`config.mk`:
```
export PLATFORM = sky130hd
export DESIGN_NAME = bmp_stream_grayscale_core
export DESIGN_NICKNAME = d
export VERILOG_FILES = /design/src/hdl/bsg_pkg.sv /design/src/hdl/bmp_stream_grayscale_core.sv
export SDC_FILE = /design/constraint.sdc
export NUM_CORES = 2
export LEC_CHECK = 0
export BUFFER_PORTS_ARGS = -buffer_cell sky130_fd_sc_hd__buf_2
export CAP_MARGIN = 20
export CELL_PAD_IN_SITES_DETAIL_PLACEMENT = 1
export CELL_PAD_IN_SITES_GLOBAL_PLACEMENT = 2
export CORE_ASPECT_RATIO = 1.4
export CORE_MARGIN = 2
export CORE_UTILIZATION = 25
export CTS_BUF_LIST = sky130_fd_sc_hd__clkbuf_4 sky130_fd_sc_hd__clkbuf_8
export DETAILED_ROUTE_END_ITERATION = 6
export GPL_ROUTABILITY_DRIVEN = 0
export GPL_TIMING_DRIVEN = 0
export PLACE_DENSITY_LB_ADDON = 0.1
export SLEW_MARGIN = 20
export SYNTH_ARGS = -nofsm -noshare
export SYNTH_HDL_FRONTEND = slang
export SYNTH_SLANG_ARGS = --single-unit
```
`constraint.sdc`:
```
create_clock -name clock -period 10.9 [get_ports clock]
set_clock_uncertainty 0.1 [all_clocks]
set_input_delay 2.18 -clock clock [delete_from_list [all_inputs] [get_ports clock]]
set_output_delay 2.18 -clock clock [all_outputs]
set_load 0.02 [all_outputs]
```
`src/hdl/bsg_pkg.sv`:
```
// Shared types and constants for the BMP stream grayscale converter.
// Depends on nothing; imported by bmp_stream_grayscale_core.
`default_nettype none

package bsg_pkg;

   // 24-bit pixels only: blue, green, red bytes.
   localparam int BitsPerPixel  = 24;
   localparam int BytesPerPixel = BitsPerPixel / 8;

   localparam int PositionBits  = 32;

   localparam int CsrDataBits   = 32;
   localparam int CsrAddrBits   = 5;

   // Result queue between the conversion stage and the output port.
   localparam int QueueDepth    = 4;
   localparam int QueuePtrBits  = $clog2(QueueDepth);
   localparam int QueueCntBits  = $clog2(QueueDepth + 1);

   localparam logic [31:0] HeaderLenReset   = 32'd54;
   localparam logic [15:0] ImageWidthReset  = 16'd1;
   localparam logic [15:0] ImageHeightReset = 16'd1;
   localparam logic [31:0] TotalLenReset    = 32'd0;
   localparam logic [8:0]  CoefRedReset     = 9'd77;
   localparam logic [8:0]  CoefGreenReset   = 9'd150;
   localparam logic [8:0]  CoefBlueReset    = 9'd29;

   localparam logic [7:0]  ByteMax          = 8'd255;

   // Register map, one 32-bit word per register.
   typedef enum logic [2:0] {
      REG_HEADER_LEN   = 3'd0,
      REG_IMAGE_WIDTH  = 3'd1,
      REG_IMAGE_HEIGHT = 3'd2,
      REG_TOTAL_LEN    = 3'd3,
      REG_COEF_RED     = 3'd4,
      REG_COEF_GREEN   = 3'd5,
      REG_COEF_BLUE    = 3'd6
   } reg_index_type;

   // Channel expected next inside a pixel.
   typedef enum logic [1:0] {
      PHASE_BLUE  = 2'd0,
      PHASE_GREEN = 2'd1,
      PHASE_RED   = 2'd2,
      PHASE_SPARE = 2'd3
   } phase_type;

   // Number of output bytes one input byte causes (zero is never queued).
   typedef enum logic [1:0] {
      EMIT_ONE   = 2'd1,
      EMIT_THREE = 2'd3
   } emit_count_type;

   // Work handed from the accept stage to the conversion stage.
   typedef struct packed {
      logic           is_pixel;
      emit_count_type count;
      logic [7:0]     data_byte;
      logic [7:0]     green;
      logic [7:0]     blue;
   } stage_type;

   // One queued result run: a byte value repeated count times.
   typedef struct packed {
      emit_count_type count;
      logic [7:0]     value;
   } run_type;

endpackage

`default_nettype wire

```
`src/hdl/bmp_stream_grayscale_core.sv`:
```
// Top level of the BMP stream grayscale converter: register port, stream
// parsing, luminosity conversion and the output run queue.
// Depends on bsg_pkg.
`default_nettype none

// Converts a 24-bit BMP file, streamed one byte per transaction, to gray.
// Header bytes (below header_len) pass through; each blue, green, red pixel
// becomes three copies of a gray byte built from Q1.8 weights, pure white
// stays white, row padding passes through and bytes after the pixel array
// pass through up to total_len, later ones are dropped. tuser high marks the
// first byte of a new file and clears the stream counters. Each input byte
// passes through the accept and conversion stages, so a byte can be taken
// every cycle while the run queue has room; a red byte yields three output
// transactions (tlast on the third), header and padding bytes yield one with
// tlast, blue and green bytes yield none. The four-entry run queue after the
// conversion stage sets how far input may run ahead of a stalled output. The
// user must see registers written only while the stream is idle; unchecked.
module bmp_stream_grayscale_core
   import bsg_pkg::*;
#(
   parameter int POSITION_BITS = PositionBits
) (
   input  wire logic                   clock,
   input  wire logic                   reset,

   input  wire logic                   req_tvalid,
   output logic                        req_tready,
   input  wire logic [7:0]             req_tdata,   // [7:0] in_byte
   input  wire logic                   req_tuser,   // [0] file_start

   output logic                        rsp_tvalid,
   input  wire logic                   rsp_tready,
   output logic [7:0]                  rsp_tdata,   // [7:0] out_byte
   output logic                        rsp_tlast,

   input  wire logic                   csr_psel,
   input  wire logic                   csr_penable,
   input  wire logic                   csr_pwrite,
   input  wire logic [CsrAddrBits-1:0] csr_paddr,
   input  wire logic [CsrDataBits-1:0] csr_pwdata,
   output logic      [CsrDataBits-1:0] csr_prdata,
   output logic                        csr_pready
);

   localparam logic [POSITION_BITS-1:0] PosMax = {POSITION_BITS{1'b1}};

   // Configuration registers.
   logic [31:0] header_len_ff;
   logic [15:0] image_width_ff;
   logic [15:0] image_height_ff;
   logic [31:0] total_len_ff;
   logic [8:0]  coef_red_ff;
   logic [8:0]  coef_green_ff;
   logic [8:0]  coef_blue_ff;
   logic [31:0] pixel_total_ff;
   logic [31:0] pixel_total_in;

   logic          csr_write;
   reg_index_type csr_index;

   assign csr_pready = 1'b1;
   assign csr_write  = csr_psel & csr_penable & csr_pwrite & csr_pready;
   assign csr_index  = reg_index_type'(csr_paddr[CsrAddrBits-1:2]);

   // The pixel count follows every width or height write at the same edge.
   always_comb begin
      pixel_total_in = pixel_total_ff;
      if (csr_write && csr_index == REG_IMAGE_WIDTH) begin
         pixel_total_in = csr_pwdata[15:0] * image_height_ff;
      end else if (csr_write && csr_index == REG_IMAGE_HEIGHT) begin
         pixel_total_in = image_width_ff * csr_pwdata[15:0];
      end
   end

   always_ff @(posedge clock) begin
      if (reset) begin
         header_len_ff   <= HeaderLenReset;
         image_width_ff  <= ImageWidthReset;
         image_height_ff <= ImageHeightReset;
         total_len_ff    <= TotalLenReset;
         coef_red_ff     <= CoefRedReset;
         coef_green_ff   <= CoefGreenReset;
         coef_blue_ff    <= CoefBlueReset;
         pixel_total_ff  <= 32'(ImageWidthReset * ImageHeightReset);
      end else begin
         pixel_total_ff <= pixel_total_in;
         if (csr_write) begin
            case (csr_index)
               REG_HEADER_LEN:   header_len_ff   <= csr_pwdata;
               REG_IMAGE_WIDTH:  image_width_ff  <= csr_pwdata[15:0];
               REG_IMAGE_HEIGHT: image_height_ff <= csr_pwdata[15:0];
               REG_TOTAL_LEN:    total_len_ff    <= csr_pwdata;
               REG_COEF_RED:     coef_red_ff     <= csr_pwdata[8:0];
               REG_COEF_GREEN:   coef_green_ff   <= csr_pwdata[8:0];
               REG_COEF_BLUE:    coef_blue_ff    <= csr_pwdata[8:0];
               default: ;
            endcase
         end
      end
   end

   always_comb begin
      case (csr_index)
         REG_HEADER_LEN:   csr_prdata = header_len_ff;
         REG_IMAGE_WIDTH:  csr_prdata = {16'd0, image_width_ff};
         REG_IMAGE_HEIGHT: csr_prdata = {16'd0, image_height_ff};
         REG_TOTAL_LEN:    csr_prdata = total_len_ff;
         REG_COEF_RED:     csr_prdata = {23'd0, coef_red_ff};
         REG_COEF_GREEN:   csr_prdata = {23'd0, coef_green_ff};
         REG_COEF_BLUE:    csr_prdata = {23'd0, coef_blue_ff};
         default:          csr_prdata = '0;
      endcase
   end

   // Stream state.
   logic [POSITION_BITS-1:0] position_ff, position_in;
   logic [31:0]              pixels_done_ff, pixels_done_in;
   logic [15:0]              column_ff, column_in;
   logic [1:0]               pad_left_ff, pad_left_in;
   phase_type                phase_ff, phase_in;
   logic [7:0]               held_blue_ff, held_blue_in;
   logic [7:0]               held_green_ff, held_green_in;

   logic      stage_valid_ff, stage_valid_in;
   stage_type stage_ff, stage_in;

   logic [QueueCntBits-1:0] queue_count_ff;
   logic                    req_fire;

   // Room is counted for the item already in the conversion stage.
   assign req_tready = ({1'b0, queue_count_ff} + (QueueCntBits+1)'(stage_valid_ff))
                       < (QueueCntBits+1)'(QueueDepth);
   assign req_fire   = req_tvalid & req_tready;

   always_comb begin
      logic [POSITION_BITS-1:0] pos;
      logic [31:0]              done;
      logic [31:0]              done_next;
      logic [15:0]              column;
      logic [15:0]              column_next;
      logic [1:0]               pad;
      phase_type                phase;
      logic [7:0]               blue;
      logic [7:0]               green;

      pos    = req_tuser ? '0 : position_ff;
      done   = req_tuser ? '0 : pixels_done_ff;
      column = req_tuser ? '0 : column_ff;
      pad    = req_tuser ? '0 : pad_left_ff;
      phase  = req_tuser ? PHASE_BLUE : phase_ff;
      blue   = req_tuser ? '0 : held_blue_ff;
      green  = req_tuser ? '0 : held_green_ff;

      done_next   = done + 32'd1;
      column_next = column + 16'd1;

      position_in    = (pos < PosMax) ? pos + 1'b1 : pos;
      pixels_done_in = done;
      column_in      = column;
      pad_left_in    = pad;
      phase_in       = phase;
      held_blue_in   = blue;
      held_green_in  = green;

      stage_valid_in      = 1'b0;
      stage_in.is_pixel   = 1'b0;
      stage_in.count      = EMIT_ONE;
      stage_in.data_byte  = req_tdata;
      stage_in.green      = green;
      stage_in.blue       = blue;

      if (32'(pos) < header_len_ff) begin
         stage_valid_in = 1'b1;
      end else if (done < pixel_total_ff) begin
         if (pad != 2'd0) begin
            stage_valid_in = 1'b1;
            pad_left_in    = pad - 2'd1;
         end else if (phase == PHASE_BLUE) begin
            held_blue_in = req_tdata;
            phase_in     = PHASE_GREEN;
         end else if (phase == PHASE_GREEN) begin
            held_green_in = req_tdata;
            phase_in      = PHASE_RED;
         end else begin
            stage_valid_in    = 1'b1;
            stage_in.is_pixel = 1'b1;
            stage_in.count    = EMIT_THREE;
            phase_in          = PHASE_BLUE;
            pixels_done_in    = done_next;
            column_in         = column_next;
            if (column_next >= image_width_ff) begin
               column_in = '0;
               // With three bytes per pixel, (4 - 3*width mod 4) mod 4 is width mod 4.
               if (done_next < pixel_total_ff) begin
                  pad_left_in = image_width_ff[1:0];
               end
            end
         end
      end else if (32'(pos) < total_len_ff) begin
         stage_valid_in = 1'b1;
      end
   end

   always_ff @(posedge clock) begin
      if (reset) begin
         position_ff    <= '0;
         pixels_done_ff <= '0;
         column_ff      <= '0;
         pad_left_ff    <= '0;
         phase_ff       <= PHASE_BLUE;
         held_blue_ff   <= '0;
         held_green_ff  <= '0;
         stage_valid_ff <= 1'b0;
      end else begin
         stage_valid_ff <= req_fire & stage_valid_in;
         if (req_fire) begin
            position_ff    <= position_in;
            pixels_done_ff <= pixels_done_in;
            column_ff      <= column_in;
            pad_left_ff    <= pad_left_in;
            phase_ff       <= phase_in;
            held_blue_ff   <= held_blue_in;
            held_green_ff  <= held_green_in;
         end
      end
   end

   always_ff @(posedge clock) begin
      if (req_fire) begin
         stage_ff <= stage_in;
      end
   end

   // Conversion stage: each product of a byte and a Q1.8 weight is truncated before the sum.
   logic [16:0] red_product;
   logic [16:0] green_product;
   logic [16:0] blue_product;
   logic [9:0]  gray_sum;
   logic        is_white;
   run_type     run_in;

   assign red_product   = stage_ff.data_byte * coef_red_ff;
   assign green_product = stage_ff.green * coef_green_ff;
   assign blue_product  = stage_ff.blue * coef_blue_ff;
   assign gray_sum      = {1'b0, red_product[16:8]} + {1'b0, green_product[16:8]}
                          + {1'b0, blue_product[16:8]};
   assign is_white      = (stage_ff.data_byte == ByteMax) && (stage_ff.green == ByteMax)
                          && (stage_ff.blue == ByteMax);

   always_comb begin
      run_in.count = stage_ff.count;
      if (!stage_ff.is_pixel) begin
         run_in.value = stage_ff.data_byte;
      end else if (is_white) begin
         run_in.value = ByteMax;
      end else begin
         run_in.value = gray_sum[7:0];
      end
   end

   // Run queue: each entry is sent count times, tlast on the final copy.
   run_type                 queue_ff [QueueDepth];
   logic [QueuePtrBits-1:0] write_ptr_ff;
   logic [QueuePtrBits-1:0] read_ptr_ff;
   logic [1:0]              copy_ff;
   run_type                 head;
   logic                    rsp_fire;
   logic                    pop;

   assign head       = queue_ff[read_ptr_ff];
   assign rsp_tvalid = (queue_count_ff != '0);
   assign rsp_tdata  = head.value;
   assign rsp_tlast  = (copy_ff == (head.count - 2'd1));
   assign rsp_fire   = rsp_tvalid & rsp_tready;
   assign pop        = rsp_fire & rsp_tlast;

   always_ff @(posedge clock) begin
      if (stage_valid_ff) begin
         queue_ff[write_ptr_ff] <= run_in;
      end
   end

   always_ff @(posedge clock) begin
      if (reset) begin
         write_ptr_ff   <= '0;
         read_ptr_ff    <= '0;
         queue_count_ff <= '0;
         copy_ff        <= '0;
      end else begin
         if (stage_valid_ff) begin
            write_ptr_ff <= write_ptr_ff + 1'b1;
         end
         if (pop) begin
            read_ptr_ff <= read_ptr_ff + 1'b1;
            copy_ff     <= '0;
         end else if (rsp_fire) begin
            copy_ff <= copy_ff + 2'd1;
         end
         case ({stage_valid_ff, pop})
            2'b10:   queue_count_ff <= queue_count_ff + 1'b1;
            2'b01:   queue_count_ff <= queue_count_ff - 1'b1;
            default: queue_count_ff <= queue_count_ff;
         endcase
      end
   end

endmodule

`default_nettype wire
```
=== After elaboration in Yosys (flattened, before gate mapping) ===
Memories as Yosys holds them, arrays and structs flattened. A register that Yosys moved wholly into a read port is not among the register bits.
Cells that the tools add are included.

* Bits in latches: 0
* Bits in registers: 292
* Memory bits (writable): 40
* Input port bits: 53
* Memories: 1
* Bits in read-only memories: 0

{| class="wikitable"
|+ Memories
! memory !! depth !! width !! read ports !! clocked after Yosys merged registers in !! write ports !! line !! text
|-
| queue_ff || 4 || 10 || 1 || 1 || 1 || bmp_stream_grayscale_core.sv:262 || <nowiki>run_type queue_ff [QueueDepth];</nowiki>
|}

* Muxes and demuxes: 57
* Bitwise logic cells: 7
* Shift-type cells: 0
* $lt $le $gt $ge: 7
* Equal/unequal tests: 13
* Div/mod/pow operators: 0
* $add $sub $neg: 13
* Multipliers: 5
* Reduce and logical (&&, ||, !) cells: 19

{| class="wikitable"
|+ Operator list
! cell !! count
|-
| $mux 32 || 10
|-
| $pmux 32 s7 || 1
|-
| $lt 32x32->1 || 4
|-
| $mux 16 || 7
|-
| $mux 8 || 13
|-
| $add 32x1->32 const B || 2
|-
| $mul 16x16->32 || 2
|-
| $mul 8x9->16 || 3
|-
| $lt 32x32->1 const B || 1
|-
| $mux 2 || 16
|-
| $eq 8x8->1 const B || 3
|-
| $add 16x1->16 const B || 1
|-
| $add 8x8->8 || 2
|-
| $ge 16x16->1 || 1
|-
| $reduce_and 2->1 || 7
|-
| $eq 3x3->1 const B || 3
|-
| $mux 1 || 8
|-
| $add 2x1->2 const B || 3
|-
| $and 1x1->1 || 6
|-
| $eq 3x2->1 const B || 2
|-
| $pmux 3 s2 || 1
|-
| $reduce_bool 2->1 || 3
|-
| $add 3x1->4 || 1
|-
| $eq 2x1->1 const B || 2
|-
| other kinds (15) || 19
|}

=== Logic depth before layout (Yosys ltp) ===
* Depth in word-level cells: 10
* Mapped depth: 30
* Depth with buffers taken out: 29

=== Worst setup path after synthesis ===
OpenSTA, ideal clock, no wires.

* Path kind: input to register
* Start: input csr_pwdata[12]
* End: register pixel_total_ff[29]
* Arrival: 8.240 ns
* Cell stages on the path: 23
* Path slack: 2.448 ns
* Required time: 10.688 ns
* Cell sequence: clkbuf_1 -> clkbuf_1 -> nand2_1 -> fa_1 -> inv_1 -> fa_1 -> fa_1 -> fa_1 -> fa_1 -> inv_1 -> fa_1 -> inv_1 -> ha_1 -> a21o_1 -> a21o_1 -> a2111oi_0 -> o31ai_1 -> a31o_2 -> a21boi_1 -> o21bai_1 -> xor2_1 -> nor2_1 -> a2111oi_1

* Longest elaborated chain between the ends: 3

{| class="wikitable"
|+ Ends and longest elaborated chain
! element !! line !! text
|-
| from (decl) || bmp_stream_grayscale_core.sv:40 || <nowiki>input wire logic [CsrDataBits-1:0] csr_pwdata,</nowiki>
|-
| $mul 16x16->32 || bmp_stream_grayscale_core.sv:71 || <nowiki>pixel_total_in = image_width_ff * csr_pwdata[15:0];</nowiki>
|-
| $mux 32 || bmp_stream_grayscale_core.sv:70 || <nowiki>end else if (csr_write && csr_index == REG_IMAGE_HEIGHT) begin</nowiki>
|-
| $mux 32 (*) || bmp_stream_grayscale_core.sv:68 || <nowiki>if (csr_write && csr_index == REG_IMAGE_WIDTH) begin</nowiki>
|-
| to (signal assigned) || bmp_stream_grayscale_core.sv:84 || <nowiki>pixel_total_ff <= 32'(ImageWidthReset * ImageHeightReset);</nowiki>
|-
| to (signal assigned) || bmp_stream_grayscale_core.sv:86 || <nowiki>pixel_total_ff <= pixel_total_in;</nowiki>
|-
| to (decl) || bmp_stream_grayscale_core.sv:55 || <nowiki>logic [31:0] pixel_total_ff;</nowiki>
|}

Mark *: on every way between the ends. The rest lies on a longest branch, timed or not. The select of a mux whose other input is x is not followed.
A chain may end at the register's enable or synchronous reset.

=== Worst setup path after layout ===
* Start: input req_tuser
* End: register column_ff[6]

* Longest elaborated chain between the ends: 9

{| class="wikitable"
|+ Ends and longest elaborated chain
! element !! line !! text
|-
| from (decl) || bmp_stream_grayscale_core.sv:29 || <nowiki>input wire logic req_tuser,</nowiki>
|-
| $mux 16 || bmp_stream_grayscale_core.sv:148 || <nowiki>column = req_tuser ? '0 : column_ff;</nowiki>
|-
| $add 16x1->16 || bmp_stream_grayscale_core.sv:155 || <nowiki>column_next = column + 16'd1;</nowiki>
|-
| $ge 16x16->1 || bmp_stream_grayscale_core.sv:191 || <nowiki>if (column_next >= image_width_ff) begin</nowiki>
|-
| $mux 16 || bmp_stream_grayscale_core.sv:191 ||
|-
| $mux 16 || bmp_stream_grayscale_core.sv:181 || <nowiki>end else if (phase == PHASE_GREEN) begin</nowiki>
|-
| $mux 16 || bmp_stream_grayscale_core.sv:178 || <nowiki>end else if (phase == PHASE_BLUE) begin</nowiki>
|-
| $mux 16 || bmp_stream_grayscale_core.sv:175 || <nowiki>if (pad != 2'd0) begin</nowiki>
|-
| $mux 16 || bmp_stream_grayscale_core.sv:174 || <nowiki>end else if (done < pixel_total_ff) begin</nowiki>
|-
| $mux 16 (*) || bmp_stream_grayscale_core.sv:172 || <nowiki>if (32'(pos) < header_len_ff) begin</nowiki>
|-
| to (signal assigned) || bmp_stream_grayscale_core.sv:219 || <nowiki>column_ff <= column_in;</nowiki>
|-
| to (decl) || bmp_stream_grayscale_core.sv:118 || <nowiki>logic [15:0] column_ff, column_in;</nowiki>
|}

Mark *: on every way between the ends. The rest lies on a longest branch, timed or not.

==> results.toml <==
[final_layout]
seqCellArea_mm2 = 0.00718
finalNetCount = 6100
final_cell_mix = "inv_1, nand2_1, fa_1"
fillers = 19870
multi_input_area_mm2 = 0.0311
drive_above_1_share_pct = 5.57
synthToLayoutAreaGrowth_pct = 10.9
postLayoutCoreUtil_pct = 27.9
final_common_cell = "inv_1"

[sta]
setup_tns_ps = 0
setup_ws_ps = 1000
hold_ws_ps = 373
finalCritPeriodShare_pct = 90.8
rsz0062_at_grt = "no"
setup_violations = 0
fmax_ghz = 0.101
hold_violations = 0
tightest_slew_ps = 1160
layout_min_cycle_time_ps = 9900
max-slew-margin-rel_pct = 22.6
finalMaxSlewViolations = 0

[floorplan]
num_io_pins = 97
fp-row-count = 178
fp.dieW_um = 352
die_height_um = 490
die_area_mm2 = 0.172
core_area_mm2 = 0.168
start_util_pct = 25.2

[detailed_routing]
ant_nets = 0
drcViolationCount = 0
drt_first_iter_violations = 1342
avgRoutedWirePerCell_um = 24.8
via_per_inst = 4.70
vias = 34710
wl_um = 183000
drt-pass1-iter-count = 5

[worst_setup_path]
critical_path.startpoint = "req_tuser"
arrival_ps = 10430
cp-end-kind = "flip-flop"
critPathLaunchType = "primary input"
cp_max_fo = 11
r2r_start = "image_height_ff[9]"
path_class = "in2reg"
ff2ff_path_depth = 23
rr_endpoint = "pixel_total_ff[29]"
r2r_slack_ps = 2430
endpoint = "column_ff[6]"
cp.required_ps = 11440

[clock_tree]
post_cts_buffers = 0
cts_buffer_depth = 3
clk_latency_ps = 720
numCtsBuffers = 58
cts_max_level = 2
root_buffer = "clkbuf_8"
clkTransAtPathRegs_ps = 70
cts_hold_buf = 0
cts_resized = 0
cts_tree = "built"
cts_sinks = 328

[grt]
antenna_found_initial = 22
track_usage_pct = 21.4
overflow = 0
grt_pass1_wl_um = 269000
grt_pass1_vias = 38592
grt_start_max_net_pins = 27

[run]
cap_violations = 0

[placed_design]
io_buffers = 74
dp_hpwl_um = 152000
place_ws_ps = 13.0

[logic_synthesis]
netlist_instances = 4933
ys_async_sr_fraction_pct = 0
synth-main-ff-cell = "dfxtp_1"
synth_area_mm2 = 0.0423
syn-num-nets = 5961
yosysSeqAreaShare_pct = 17.0
ys_types = 100
synth_enable_flop_cells = 61
ys_ff_latch = 328
yosysWarnings = 0
syn_avg_cell_area_um2 = 8.57

[power]
ir_worst_vdd_v = 0.000118
power_w = 0.00407
power_density_mw_per_mm2 = 86.9
p_leak_nw = 21.1

[status]
status = "completed"

[min_path]
min_path_type = "reg2reg"
[worst max-delay path, stage by stage]
cell,delay (ps)
buf_2,210
buf_6,210
buf_6,190
clkbuf_1,670
clkbuf_1,720
buf_1,650
clkbuf_2,560
buf_1,870
nor2b_1,170
ha_1,280
and3_1,230
and3_1,260
and2_1,200
nand3_1,190
o21ai_0,130
a21oi_1,290
ha_1,320
a21o_1,160
a21oi_1,180
o21ai_0,110
a21oi_1,680
and4_4,360
buf_6,130
buf_2,260
nand3_1,100
o21ai_0,80
[synth_stat cells (7+ instances only)]
cell type  count  area share (%)
o31ai_1        7            0.12
buf_1         16            0.14
mux2_2         7            0.19
o221ai_1       9            0.19
edfxtp_1      61             4.3
fa_1         517              24
nand3_1       64            0.76
a2111oi_0     10            0.21
a22oi_1       23            0.41
nor2b_1      100             1.5
mux4_2        18            0.96
nand2b_1      17            0.25
and4_1         7            0.15
a211oi_1      27            0.48
ha_1         458              14
a21oi_1      233             2.8
and2_1       400             5.9
o21bai_1      11            0.20
dfxtp_1      267              13
nor3_1        34            0.40
o22ai_1       12            0.18
or3_1         15            0.22
o22a_1         9            0.19
buf_6          7            0.19
inv_1        780             6.9
nor4_1         9            0.13
nand2_1      697             6.2
a31oi_1       25            0.37
and3_1        23            0.34
mux2i_1       39            0.92
xnor2_1       87             1.8
o21a_1        26            0.46
a221oi_1       8            0.17
o21ai_0       96             1.1
xor2_1        78             1.6
nor2_1       221             2.0
clkbuf_1     233             2.1
nand4_1       51            0.75
o211ai_1      12            0.21
a21o_1        67             1.2
a22o_1        33            0.68
a311oi_1       8            0.17
[layout make-up]
cell class | count | share of cell area (%)
inverter | 782 | 6.26
multi-input combinational | 3561 | 66.4
clock buffer | 99 | 2.53
clock inverter | 9 | 0.219
buffer | 262 | 2.29
antenna | 8 | 0.0427
timing repair buffer | 79 | 0.947
sequential | 328 | 15.3
tap | 2250 | 6.00
[stage by stage]
stage               cell area, µm²  instances
floorplan                    42300       4933
global placement             45400       7257
detailed placement           45600       7262
CTS                          46900       7370
global route                 46900       7371
finish                       46900       7378
[kinds of logic after synthesis]
kind of cell | count (synthesis) | share of synthesized area (%)
XOR/XNOR | 165 | 3.42
AND/OR/NAND/NOR | 1682 | 19.6
buffers and inverters | 1044 | 9.43
multiplexers | 65 | 2.10
other | 1 | 0.00887
flip-flops | 328 | 17.0
adder cells (fa/ha/maj) | 975 | 38.0
AO/OA/AOI/OAI | 673 | 10.4
[flip-flops by register name (all words and copies together) (netlist names), 25 cells and up, named ones only]
name	flops
total_len_ff	32
position_ff	32
header_len_ff	32
stage_ff	25
pixel_total_ff	32
pixels_done_ff	32
queue_ff	36
[how the worst min path moves through the flow]
stage	to	slack [ps]	startpoint	depth (start not counted)
after detailed placement	held_blue_ff[2]	350	held_blue_ff[2]	1
after floorplan	column_ff[5]	330	column_ff[5]	2
after global placement	column_ff[5]	350	column_ff[5]	2
after global routing	held_blue_ff[6]	390	held_blue_ff[6]	1
final	column_ff[5]	370	column_ff[5]	2
after CTS	held_green_ff[2]	370	held_green_ff[2]	1
[where the power goes]
part           total (W)  switching (W)  internal (W)
logic            0.00143       0.000940      0.000490
clock network    0.00132       0.000591      0.000730
registers        0.00132      0.0000229       0.00130
[per-layer routing]
layer / up-vias / GRT usage (%) / routed length (µm)
li1: 16135 / - / -
met1: 17995 / 25.0 / 74600
met2: 431 / 41.7 / 100000
met3: 145 / 1.54 / 4220
met4: 4 / 4.54 / 4380
met5: - / 0 / 33
Power figures use the tool's default switching activity.
